$ cat src/hw/rtl/svalloc_pkg.sv
// Shared types and constants for the voice allocator.
`default_nettype none

package svalloc_pkg;

  localparam int NumVoicesDef = 8;
  localparam int MaxVoices    = 64;
  localparam int VoiceIdxW    = 6;
  localparam int NoteW        = 7;
  localparam int StampW       = 31;

  localparam logic [StampW-1:0] IntMax = {StampW{1'b1}};

  typedef enum logic [1:0] {
    CmdNoteOn  = 2'd0,
    CmdNoteOff = 2'd1,
    CmdFinish  = 2'd2,
    CmdUnused  = 2'd3
  } cmd_e;

  typedef enum logic [2:0] {
    StIgnored  = 3'd0,
    StStarted  = 3'd1,
    StStolen   = 3'd2,
    StRelease  = 3'd3,
    StNotFound = 3'd4,
    StCleared  = 3'd5
  } status_e;

  // search beat travelling down the cell chain
  typedef struct packed {
    logic                 valid;
    logic                 free_found;
    logic [VoiceIdxW-1:0] free_idx;
    logic [StampW-1:0]    min_stamp;
    logic [VoiceIdxW-1:0] min_idx;
    logic                 hit_found;
    logic [VoiceIdxW-1:0] hit_idx;
    logic [NoteW-1:0]     fin_note;
  } scan_t;

  // lookup key broadcast to all cells
  typedef struct packed {
    logic [NoteW-1:0]     note;
    logic [VoiceIdxW-1:0] fin;
  } key_t;

  // state update broadcast to all cells
  typedef struct packed {
    logic                 set;
    logic                 clr;
    logic [VoiceIdxW-1:0] idx;
    logic [NoteW-1:0]     note;
    logic [StampW-1:0]    stamp;
  } cell_wr_t;

endpackage

`default_nettype wire

$ cat src/hw/rtl/svalloc_cell.sv
// One voice cell: holds a voice's state and folds it into the passing search beat.
`default_nettype none

module svalloc_cell #(
  parameter int CellIdx = 0
) (
  input  wire logic                  clk_i,
  input  wire logic                  rst_ni,
  input  wire svalloc_pkg::key_t     key_i,
  input  wire svalloc_pkg::cell_wr_t wr_i,
  input  wire svalloc_pkg::scan_t    pkt_i,
  output svalloc_pkg::scan_t         pkt_o
);
  import svalloc_pkg::*;

  localparam logic [VoiceIdxW-1:0] Idx = VoiceIdxW'(CellIdx);

  logic              active_q;
  logic [NoteW-1:0]  note_q;
  logic [StampW-1:0] stamp_q;
  scan_t             pkt_d, pkt_q;

  always_comb begin
    pkt_d = pkt_i;
    if (!pkt_i.free_found && !active_q) begin
      pkt_d.free_found = 1'b1;
      pkt_d.free_idx   = Idx;
    end
    if (stamp_q < pkt_i.min_stamp) begin
      pkt_d.min_stamp = stamp_q;
      pkt_d.min_idx   = Idx;
    end
    if (!pkt_i.hit_found && active_q && (note_q == key_i.note)) begin
      pkt_d.hit_found = 1'b1;
      pkt_d.hit_idx   = Idx;
    end
    if (key_i.fin == Idx) begin
      pkt_d.fin_note = note_q;
    end
  end

  always_ff @(posedge clk_i or negedge rst_ni) begin
    if (!rst_ni) begin
      active_q <= 1'b0;
      note_q   <= '0;
      stamp_q  <= '0;
      pkt_q    <= '0;
    end else begin
      pkt_q <= pkt_d;
      if (wr_i.set && (wr_i.idx == Idx)) begin
        active_q <= 1'b1;
        note_q   <= wr_i.note;
        stamp_q  <= wr_i.stamp;
      end else if (wr_i.clr && (wr_i.idx == Idx)) begin
        active_q <= 1'b0;
      end
    end
  end

  assign pkt_o = pkt_q;

endmodule

`default_nettype wire

$ cat src/hw/rtl/synth_voice_allocator.sv
// Top level of the polyphonic voice allocator with oldest-voice stealing.
//
//   channel | direction | handshake                 | payload
//   --------+-----------+---------------------------+-------------------------------------
//   in      | input     | in_valid_i / in_stall_o   | command, note, velocity,
//           |           |                           | timestamp, finished_voice
//   out     | output    | out_valid_o / out_stall_i | status, voice, note_out, velocity_out
//
// One beat at a time: a search beat walks the cell chain, one cell per cycle, and the
// next item is accepted only once the result of the last one has been committed.
// The result register frees the input side: the next item is accepted while a result waits.
// A scan that ends while the result register is still stalled waits before committing.
// Reset clears all voices to inactive with note and stamp zero; no clearing pass.
`default_nettype none

module synth_voice_allocator #(
  parameter int NumVoices = svalloc_pkg::NumVoicesDef
) (
  input  wire logic        clk_i,
  input  wire logic        rst_ni,
  input  wire logic        in_valid_i,
  output logic             in_stall_o,
  input  wire logic [1:0]  command_i,
  input  wire logic [6:0]  note_i,
  input  wire logic [6:0]  velocity_i,
  input  wire logic [30:0] timestamp_i,
  input  wire logic [2:0]  finished_voice_i,
  output logic             out_valid_o,
  input  wire logic        out_stall_i,
  output logic [2:0]       status_o,
  output logic [2:0]       voice_o,
  output logic [6:0]       note_out_o,
  output logic [6:0]       velocity_out_o
);
  import svalloc_pkg::*;

  typedef enum logic [1:0] {
    StateIdle,
    StateScan,
    StateDone
  } state_e;

  state_e            state_q;
  logic              start_q;
  cmd_e              cmd_q;
  logic [NoteW-1:0]  note_q;
  logic [6:0]        vel_q;
  logic [StampW-1:0] ts_q;
  logic [2:0]        fin_q;
  scan_t             res_pkt_q;
  logic              out_valid_q;
  status_e           status_q;
  logic [2:0]        voice_q;
  logic [6:0]        note_out_q;
  logic [6:0]        vel_out_q;

  scan_t             chain [NumVoices+1];
  logic [NumVoices:0] chain_valid;
  key_t              key;
  cell_wr_t          cell_wr;
  logic              accept, commit;
  status_e           res_status;
  logic [VoiceIdxW-1:0] res_voice;
  logic [6:0]        res_note, res_vel;
  logic [VoiceIdxW-1:0] pick;

  assign accept = in_valid_i && !in_stall_o;
  assign commit = (state_q == StateDone) && (!out_valid_q || !out_stall_i);

  assign key.note = note_q;
  assign key.fin  = VoiceIdxW'(fin_q);

  always_comb begin
    chain[0]            = '0;
    chain[0].valid      = start_q;
    chain[0].min_stamp  = IntMax;
  end

  for (genvar g = 0; g < NumVoices; g++) begin : g_cell
    svalloc_cell #(
      .CellIdx(g)
    ) u_cell (
      .clk_i (clk_i),
      .rst_ni(rst_ni),
      .key_i (key),
      .wr_i  (cell_wr),
      .pkt_i (chain[g]),
      .pkt_o (chain[g+1])
    );
  end

  for (genvar g = 0; g <= NumVoices; g++) begin : g_vld
    assign chain_valid[g] = chain[g].valid;
  end

  always_comb begin
    res_status = StIgnored;
    res_voice  = '0;
    res_note   = '0;
    res_vel    = '0;
    pick       = res_pkt_q.free_found ? res_pkt_q.free_idx : res_pkt_q.min_idx;
    cell_wr    = '0;
    case (cmd_q)
      CmdNoteOn: begin
        if (vel_q != '0) begin
          res_status = res_pkt_q.free_found ? StStarted : StStolen;
          res_voice  = pick;
          res_note   = note_q;
          res_vel    = vel_q;
          cell_wr.set   = commit;
          cell_wr.idx   = pick;
          cell_wr.note  = note_q;
          cell_wr.stamp = ts_q;
        end
      end
      CmdNoteOff: begin
        res_note = note_q;
        if (res_pkt_q.hit_found) begin
          res_status = StRelease;
          res_voice  = res_pkt_q.hit_idx;
        end else begin
          res_status = StNotFound;
        end
      end
      CmdFinish: begin
        if (32'(fin_q) < NumVoices) begin
          res_status  = StCleared;
          res_voice   = VoiceIdxW'(fin_q);
          res_note    = res_pkt_q.fin_note;
          cell_wr.clr = commit;
          cell_wr.idx = VoiceIdxW'(fin_q);
        end
      end
      default: begin
        res_status = StIgnored;
      end
    endcase
  end

  always_ff @(posedge clk_i or negedge rst_ni) begin
    if (!rst_ni) begin
      state_q     <= StateIdle;
      start_q     <= 1'b0;
      out_valid_q <= 1'b0;
      cmd_q       <= CmdNoteOn;
      status_q    <= StIgnored;
      note_q      <= '0;
      vel_q       <= '0;
      ts_q        <= '0;
      fin_q       <= '0;
      res_pkt_q   <= '0;
      voice_q     <= '0;
      note_out_q  <= '0;
      vel_out_q   <= '0;
    end else begin
      start_q <= accept;
      if (commit) begin
        out_valid_q <= 1'b1;
      end else if (!out_stall_i) begin
        out_valid_q <= 1'b0;
      end
      case (state_q)
        StateIdle: begin
          if (accept) begin
            cmd_q   <= cmd_e'(command_i);
            note_q  <= note_i;
            vel_q   <= velocity_i;
            ts_q    <= timestamp_i;
            fin_q   <= finished_voice_i;
            state_q <= StateScan;
          end
        end
        StateScan: begin
          if (chain[NumVoices].valid) begin
            res_pkt_q <= chain[NumVoices];
            state_q   <= StateDone;
          end
        end
        StateDone: begin
          if (commit) begin
            status_q    <= res_status;
            voice_q     <= res_voice[2:0];
            note_out_q  <= res_note;
            vel_out_q   <= res_vel;
            state_q     <= StateIdle;
          end
        end
        default: begin
          state_q <= StateIdle;
        end
      endcase
    end
  end

  assign in_stall_o     = (state_q != StateIdle);
  assign out_valid_o    = out_valid_q;
  assign status_o       = status_q;
  assign voice_o        = voice_q;
  assign note_out_o     = note_out_q;
  assign velocity_out_o = vel_out_q;

  a_one_beat_in_chain: assert property (@(posedge clk_i) disable iff (!rst_ni)
    $onehot0(chain_valid))
    else $error("more than one search beat in the cell chain");

  a_chain_end_in_scan: assert property (@(posedge clk_i) disable iff (!rst_ni)
    chain[NumVoices].valid |-> (state_q == StateScan))
    else $error("search beat left the chain outside a scan");

  a_write_on_commit: assert property (@(posedge clk_i) disable iff (!rst_ni)
    (cell_wr.set || cell_wr.clr) |-> commit)
    else $error("voice state written outside commit");

  a_result_from_done: assert property (@(posedge clk_i) disable iff (!rst_ni)
    $rose(out_valid_q) |-> $past(state_q == StateDone))
    else $error("result raised without a finished scan");

endmodule

`default_nettype wire

$ cat config.mk
export PLATFORM = sky130hd
export DESIGN_NAME = synth_voice_allocator
export DESIGN_NICKNAME = d
export VERILOG_FILES = /design/src/hw/rtl/svalloc_pkg.sv /design/src/hw/rtl/svalloc_cell.sv /design/src/hw/rtl/synth_voice_allocator.sv
export SDC_FILE = /design/constraint.sdc
export NUM_CORES = 1
export LEC_CHECK = 0
export BUFFER_PORTS_ARGS = -buffer_cell sky130_fd_sc_hd__buf_2
export CORE_UTILIZATION = 40
export CTS_BUF_LIST = sky130_fd_sc_hd__clkbuf_4
export DETAILED_ROUTE_END_ITERATION = 10
export GPL_ROUTABILITY_DRIVEN = 0
export PLACE_DENSITY_LB_ADDON = 0.15
export SLEW_MARGIN = 40
export SYNTH_ARGS = -nofsm -noshare
export SYNTH_HDL_FRONTEND = slang
export SYNTH_SLANG_ARGS = --single-unit
$ cat constraint.sdc
create_clock -name clk_i -period 2.8 [get_ports clk_i]
set_input_delay 0.14 -clock clk_i [delete_from_list [all_inputs] [get_ports clk_i]]
set_output_delay 0.14 -clock clk_i [all_outputs]
set_load 0.02 [all_outputs]
== Word-level counts from Yosys, hierarchy flattened ==
Index checks and enable logic that the tools add are counted.
Word-level totals
  bits in registers: 848
  bits in latches: 0
  memory bits (writable): 0
  bits in read-only memories: 0
  output and inout bits: 22
  logic and storage cells: 298
  memories kept: 0
Operators by class
  $add $sub $neg: 0
  multiply operators: 0
  divide/modulo/power cells: 0
  $lt $le $gt $ge: 8
  equality and inequality tests: 30
  shift operators: 0
  mux-type cells: 72
  bitwise gates (word level): 0
  reduce and logical (&&, ||, !) cells: 83
Operator list (count)
  2-to-1 mux 37 bit: 7
  < comparator 31 bit: 7
  2-to-1 mux 7 bit: 27
  == test 7 bit: 8
  2-to-1 mux 44 bit: 1
  logical AND 1 bit: 40
  2-to-1 mux 38 bit: 1
  < comparator 31 bit, second input constant: 1
  == test 6 x 3 -> 1 bit, second input constant: 4
  zero test 1 bit: 24
  2-to-1 mux 1 bit: 21
  one-hot mux 7 bit (3 select lines): 1
  one-hot mux 3 bit (3 select lines): 2
  nonzero test 2 bit: 9
  == test 3 bit, second input constant: 4
  == test 6 x 2 -> 1 bit, second input constant: 2
  zero test 6 bit: 2
  2-to-1 mux 6 bit: 2
  one-hot mux 6 bit (2 select lines): 1
  2-to-1 mux 2 bit: 5
  2-to-1 mux 3 bit: 3
  nonzero test 7 bit: 1
  == test 3 x 2 -> 1 bit, second input constant: 2
  == test 6 x 1 -> 1 bit, second input constant: 1
  other kinds (10): 17

== Logic depth before layout (Yosys ltp) ==
  word-level depth: 7
  depth in mapped cells: 9

== By module ==
A second synthesis with hierarchy kept.
Second synthesis, totals
  cell total of the unflattened synthesis: 3006
  area, all modules: 40636.5 µm²
By module, submodules not included
  svalloc_cell at g_cell[1].u_cell ...: instances 2, cells an instance 330, area each 4546.9 µm², sequential area each 2452.4 µm²
  svalloc_cell at g_cell[5].u_cell ...: instances 2, cells an instance 330, area each 4495.6 µm², sequential area each 2452.4 µm²
  svalloc_cell at g_cell[4].u_cell: instances 1, cells an instance 331, area each 4549.4 µm², sequential area each 2452.4 µm²
  svalloc_cell at g_cell[0].u_cell: instances 1, cells an instance 331, area each 4526.8 µm², sequential area each 2452.4 µm²
  synth_voice_allocator: instances 1, cells an instance 363, area each 4496.8 µm², sequential area each 2452.4 µm²
  svalloc_cell at g_cell[7].u_cell: instances 1, cells an instance 330, area each 4490.6 µm², sequential area each 2452.4 µm²
  svalloc_cell at g_cell[3].u_cell: instances 1, cells an instance 331, area each 4488.1 µm², sequential area each 2452.4 µm²

== Worst setup path before layout ==
OpenSTA, ideal clock, no wires.
  path kind: reg2reg
  from: register g_cell[3].u_cell.stamp_q[2]
  to: register g_cell[3].u_cell.pkt_q (netlist bit g_cell[3].u_cell.pkt_o[22])
  setup time: 0.125 ns
  arrival time: 2.184 ns
  setup slack: 0.491 ns
  stages on the path, launching flop included: 9
  buffers on the path: 1
  cell sequence: dfrtp_1 -> ha_1 -> a21o_1 -> a31oi_1 -> o21ai_0 -> a211o_1 -> a21oi_1 -> buf_2 -> mux2_2
RTL lines
  start, declared: line svalloc_cell.sv:20  | logic [StampW-1:0] stamp_q;
  start signal, assigned: line svalloc_cell.sv:53  | stamp_q <= wr_i.stamp;
  end signal, assigned: line svalloc_cell.sv:49  | pkt_q <= pkt_d;
  end, declared: line svalloc_cell.sv:21  | scan_t pkt_d, pkt_q;

==> results_dict.tcl <==
set metrics [dict create \
    status "finished clean" \
    finalSetupViolations 0 \
    numCtsBuffers 200 \
    final_core_utilization_pct 48.3 \
    worstPathMaxFanout 16 \
    cts.sinks 752 \
    worstPathArrival_ps 3550 \
    placementRows 105 \
    synth_edf_count 0 \
    htreeDepth 4 \
    synth-simple-area-share_pct 5.32 \
    reg2reg_to "g_cell[5].u_cell.pkt_o[48]" \
    postCtsSetupBuffers 0 \
    hold_violations 0 \
    ys_types 51 \
    relSlewSlack_pct 53.2 \
    reg2reg_depth 8 \
    cts_tree "done" \
    io_pins 76 \
    wl_per_cell_um 17.3 \
    p_leak_nw 20.1 \
    dr.pass1.iters 4 \
    skew_ps 66.9 \
    fin_nets 3210 \
    grt_overflow 0 \
    placed_area_um2 35600 \
    drive_gt1_share_pct 35.7 \
    synthAdderAreaFrac_pct 7.86 \
    final_cell_mix "dfrtp_1, mux2_2, clkbuf_4" \
    ys_ff_latch 752 \
    dieArea_um2 84700 \
    multi_input_area_um2 13300 \
    fill_cells 7366 \
    grt_pass1_wl_um 120000 \
    drt_iter0_drc 801 \
    fmax_mhz 367 \
    hpwl_um 49700 \
    worst_pin_slew_ps 697 \
    min_to "status_o[0]" \
    io_buffers 75 \
    crit_type "flip-flop to flip-flop" \
    min_path_type "input port to flip-flop" \
    start_util_pct 40.6 \
    final_common_cell "dfrtp_1" \
    postRouteAntennaNets 0 \
    period_needed_ps 2730 \
    area_growth_pct 19.0 \
    p_per_area_nw_per_um2 1320 \
    syn_area_um2 33400 \
    clk_pin_slew_ps 70 \
    rsz0062_at_grt "no" \
    crit_path_end_kind "flip-flop" \
    insertion_delay_ps 1000 \
    drcViolationCount 0 \
    routed_wl_um 72200 \
    syn_area_per_cell_um2 13.1 \
    die_w_um 291 \
    grt_pass1_vias 22500 \
    syn-instance-count 2541 \
    maxCapViolations 0 \
    yosys_warnings 0 \
    vias 20500 \
    vdd_ir_drop_max_v 0.00172 \
    r2r_slack_ps 70 \
    whs_ps 296 \
    clock-root-buffer "clkbuf_4" \
    grt_start_max_net_pins 107 \
    die_h_um 291 \
    seq_area_um2 18800 \
    grt_use_total_pct 17.9 \
    ys.flop_type "dfrtp_1" \
    synth_compound_area_share_pct 4.15 \
    synth_seq_area_share_pct 56.3 \
    synthMuxAreaShare_pct 20.6 \
    core_um2 82400 \
    design_area_um2 39800 \
    antenna_found_initial 2 \
    whs_path_depth 6 \
    post-route-period-util_pct 97.4 \
    via_per_inst 4.93 \
    maxSlewViolCount 0 \
    cp-start-kind "flip-flop" \
    cts_buffer_depth 3 \
    r2r_start "g_cell[5].u_cell.stamp_q[2]" \
    synth_fp_nets 2805 \
    worst_ep_required_time_ps 3630 \
    async_reset_ff_share_pct 100 \
    synth_top_family_by_area "multiplexers" \
    synth-xor-area-share_pct 1.47 \
    min-delay-start "out_stall_i" \
]
-- stage by stage --
step	TNS [ps]	std cells	power, mW	worst slack [ps]
2_1_floorplan	0	2541	31.3	491
3_3_place_gp	-35250	3657	41.5	-437
3_5_place_dp	-78.0	3657	42.3	-9.97
4_1_cts	0	4163	53.1	0.669
5_1_grt	0	4164	55.9	19.8
6_report	0	4164	52.4	73.9
-- worst max-delay path by stage --
stage	startpoint	to	slack (ps)	cells past startpoint
2_1_floorplan	g_cell[3].u_cell.stamp_q[2]	g_cell[3].u_cell.pkt_o[22]	490	8
6_report	g_cell[5].u_cell.stamp_q[2]	g_cell[5].u_cell.pkt_o[48]	70	8
5_1_grt	g_cell[5].u_cell.stamp_q[2]	g_cell[5].u_cell.pkt_o[38]	20	8
3_3_place_gp	g_cell[2].u_cell.stamp_q[2]	g_cell[2].u_cell.pkt_o[34]	-440	8
3_5_place_dp	g_cell[2].u_cell.stamp_q[2]	g_cell[2].u_cell.pkt_o[41]	-10	8
4_1_cts	g_cell[2].u_cell.pkt_o[22]	g_cell[3].u_cell.pkt_o[34]	0.7	9
-- routing by layer --
| metal | vias to the layer above | global-route usage, % | wire length [um] |
|---|---|---|---|
| li1 | 9727 | - | - |
| met1 | 10300 | 22.0 | 31700 |
| met2 | 325 | 30.0 | 35500 |
| met3 | 152 | 3.99 | 2760 |
| met4 | 0 | 7.83 | 2210 |
| met5 | - | 0 | 0 |
-- power by group --
group / switching, mW / internal [mW]
registers: 2.36 / 13.4
logic: 14.1 / 13.0
clock network: 4.42 / 5.07
total: 20.8 / 31.5
-- synthesized netlist by cell type (all sizes together) (16+ instances only) --
library cell  number  area [um^2]
and2              16          103
nand3             25          125
nand2b            29          181
nand4             45          282
clkbuf            59          221
buf               57          350
nor2              29          121
nand2            118          445
o21ai             57          285
ha               210         2630
nor2b             17          106
dfrtp            752        18800
a21oi            108          559
mux2             607         6870
xor2              32          280
xnor2             24          210
inv              224          841
-- logic make-up after synthesis --
family          after synthesis
mux                         610
simple gates                340
buf+inv                     340
compound gates              233
flops                       752
xor+xnor                     56
fa+ha+maj                   210
-- state kept, by name, indices dropped and copies added, names as in the netlist --
signal and flops:
g_cell.u_cell.note_q 56, voice_o 3, note_out_o 7, vel_q 7, ts_q 31, g_cell.u_cell.active_q 8, note_q 7, fin_q 3
g_cell.u_cell.stamp_q 248, g_cell.u_cell.pkt_o 348, velocity_out_o 7, status_o 3, start_q 1, out_valid_o 1, state_q 2, res_pkt_q 18
cmd_q 2
-- area by class of cell --
class | count | area share (%)
multi-input cells | 1449 | 33.5
clock buffers | 303 | 5.72
diodes | 1 | 0.00629
inverters | 224 | 2.11
well taps | 1070 | 3.37
clock inverters | 46 | 0.636
repair buffers | 319 | 7.32
flip-flops and latches | 752 | 47.3
-- worst max-delay path, cell delays in order, from the launching register on --
cell and delay (ps):
dfrtp_1 390, ha_1 300, nand2_1 50, o21ai_0 240
a21oi_1 210, o41ai_4 640, a21oi_4 150, buf_4 250
mux2_2 300
-- repair_timing --
| item | CTS | global route |
|---|---|---|
| gates resized for setup | 3 | 4 |
| hold buffers | 157 | 0 |
| pin swaps | 0 | 2 |
| setup endpoints to repair | 83 | 17 |
| hold endpoints to repair | 888 | 0 |
Note: power is estimated with default switching activity, not from simulation.
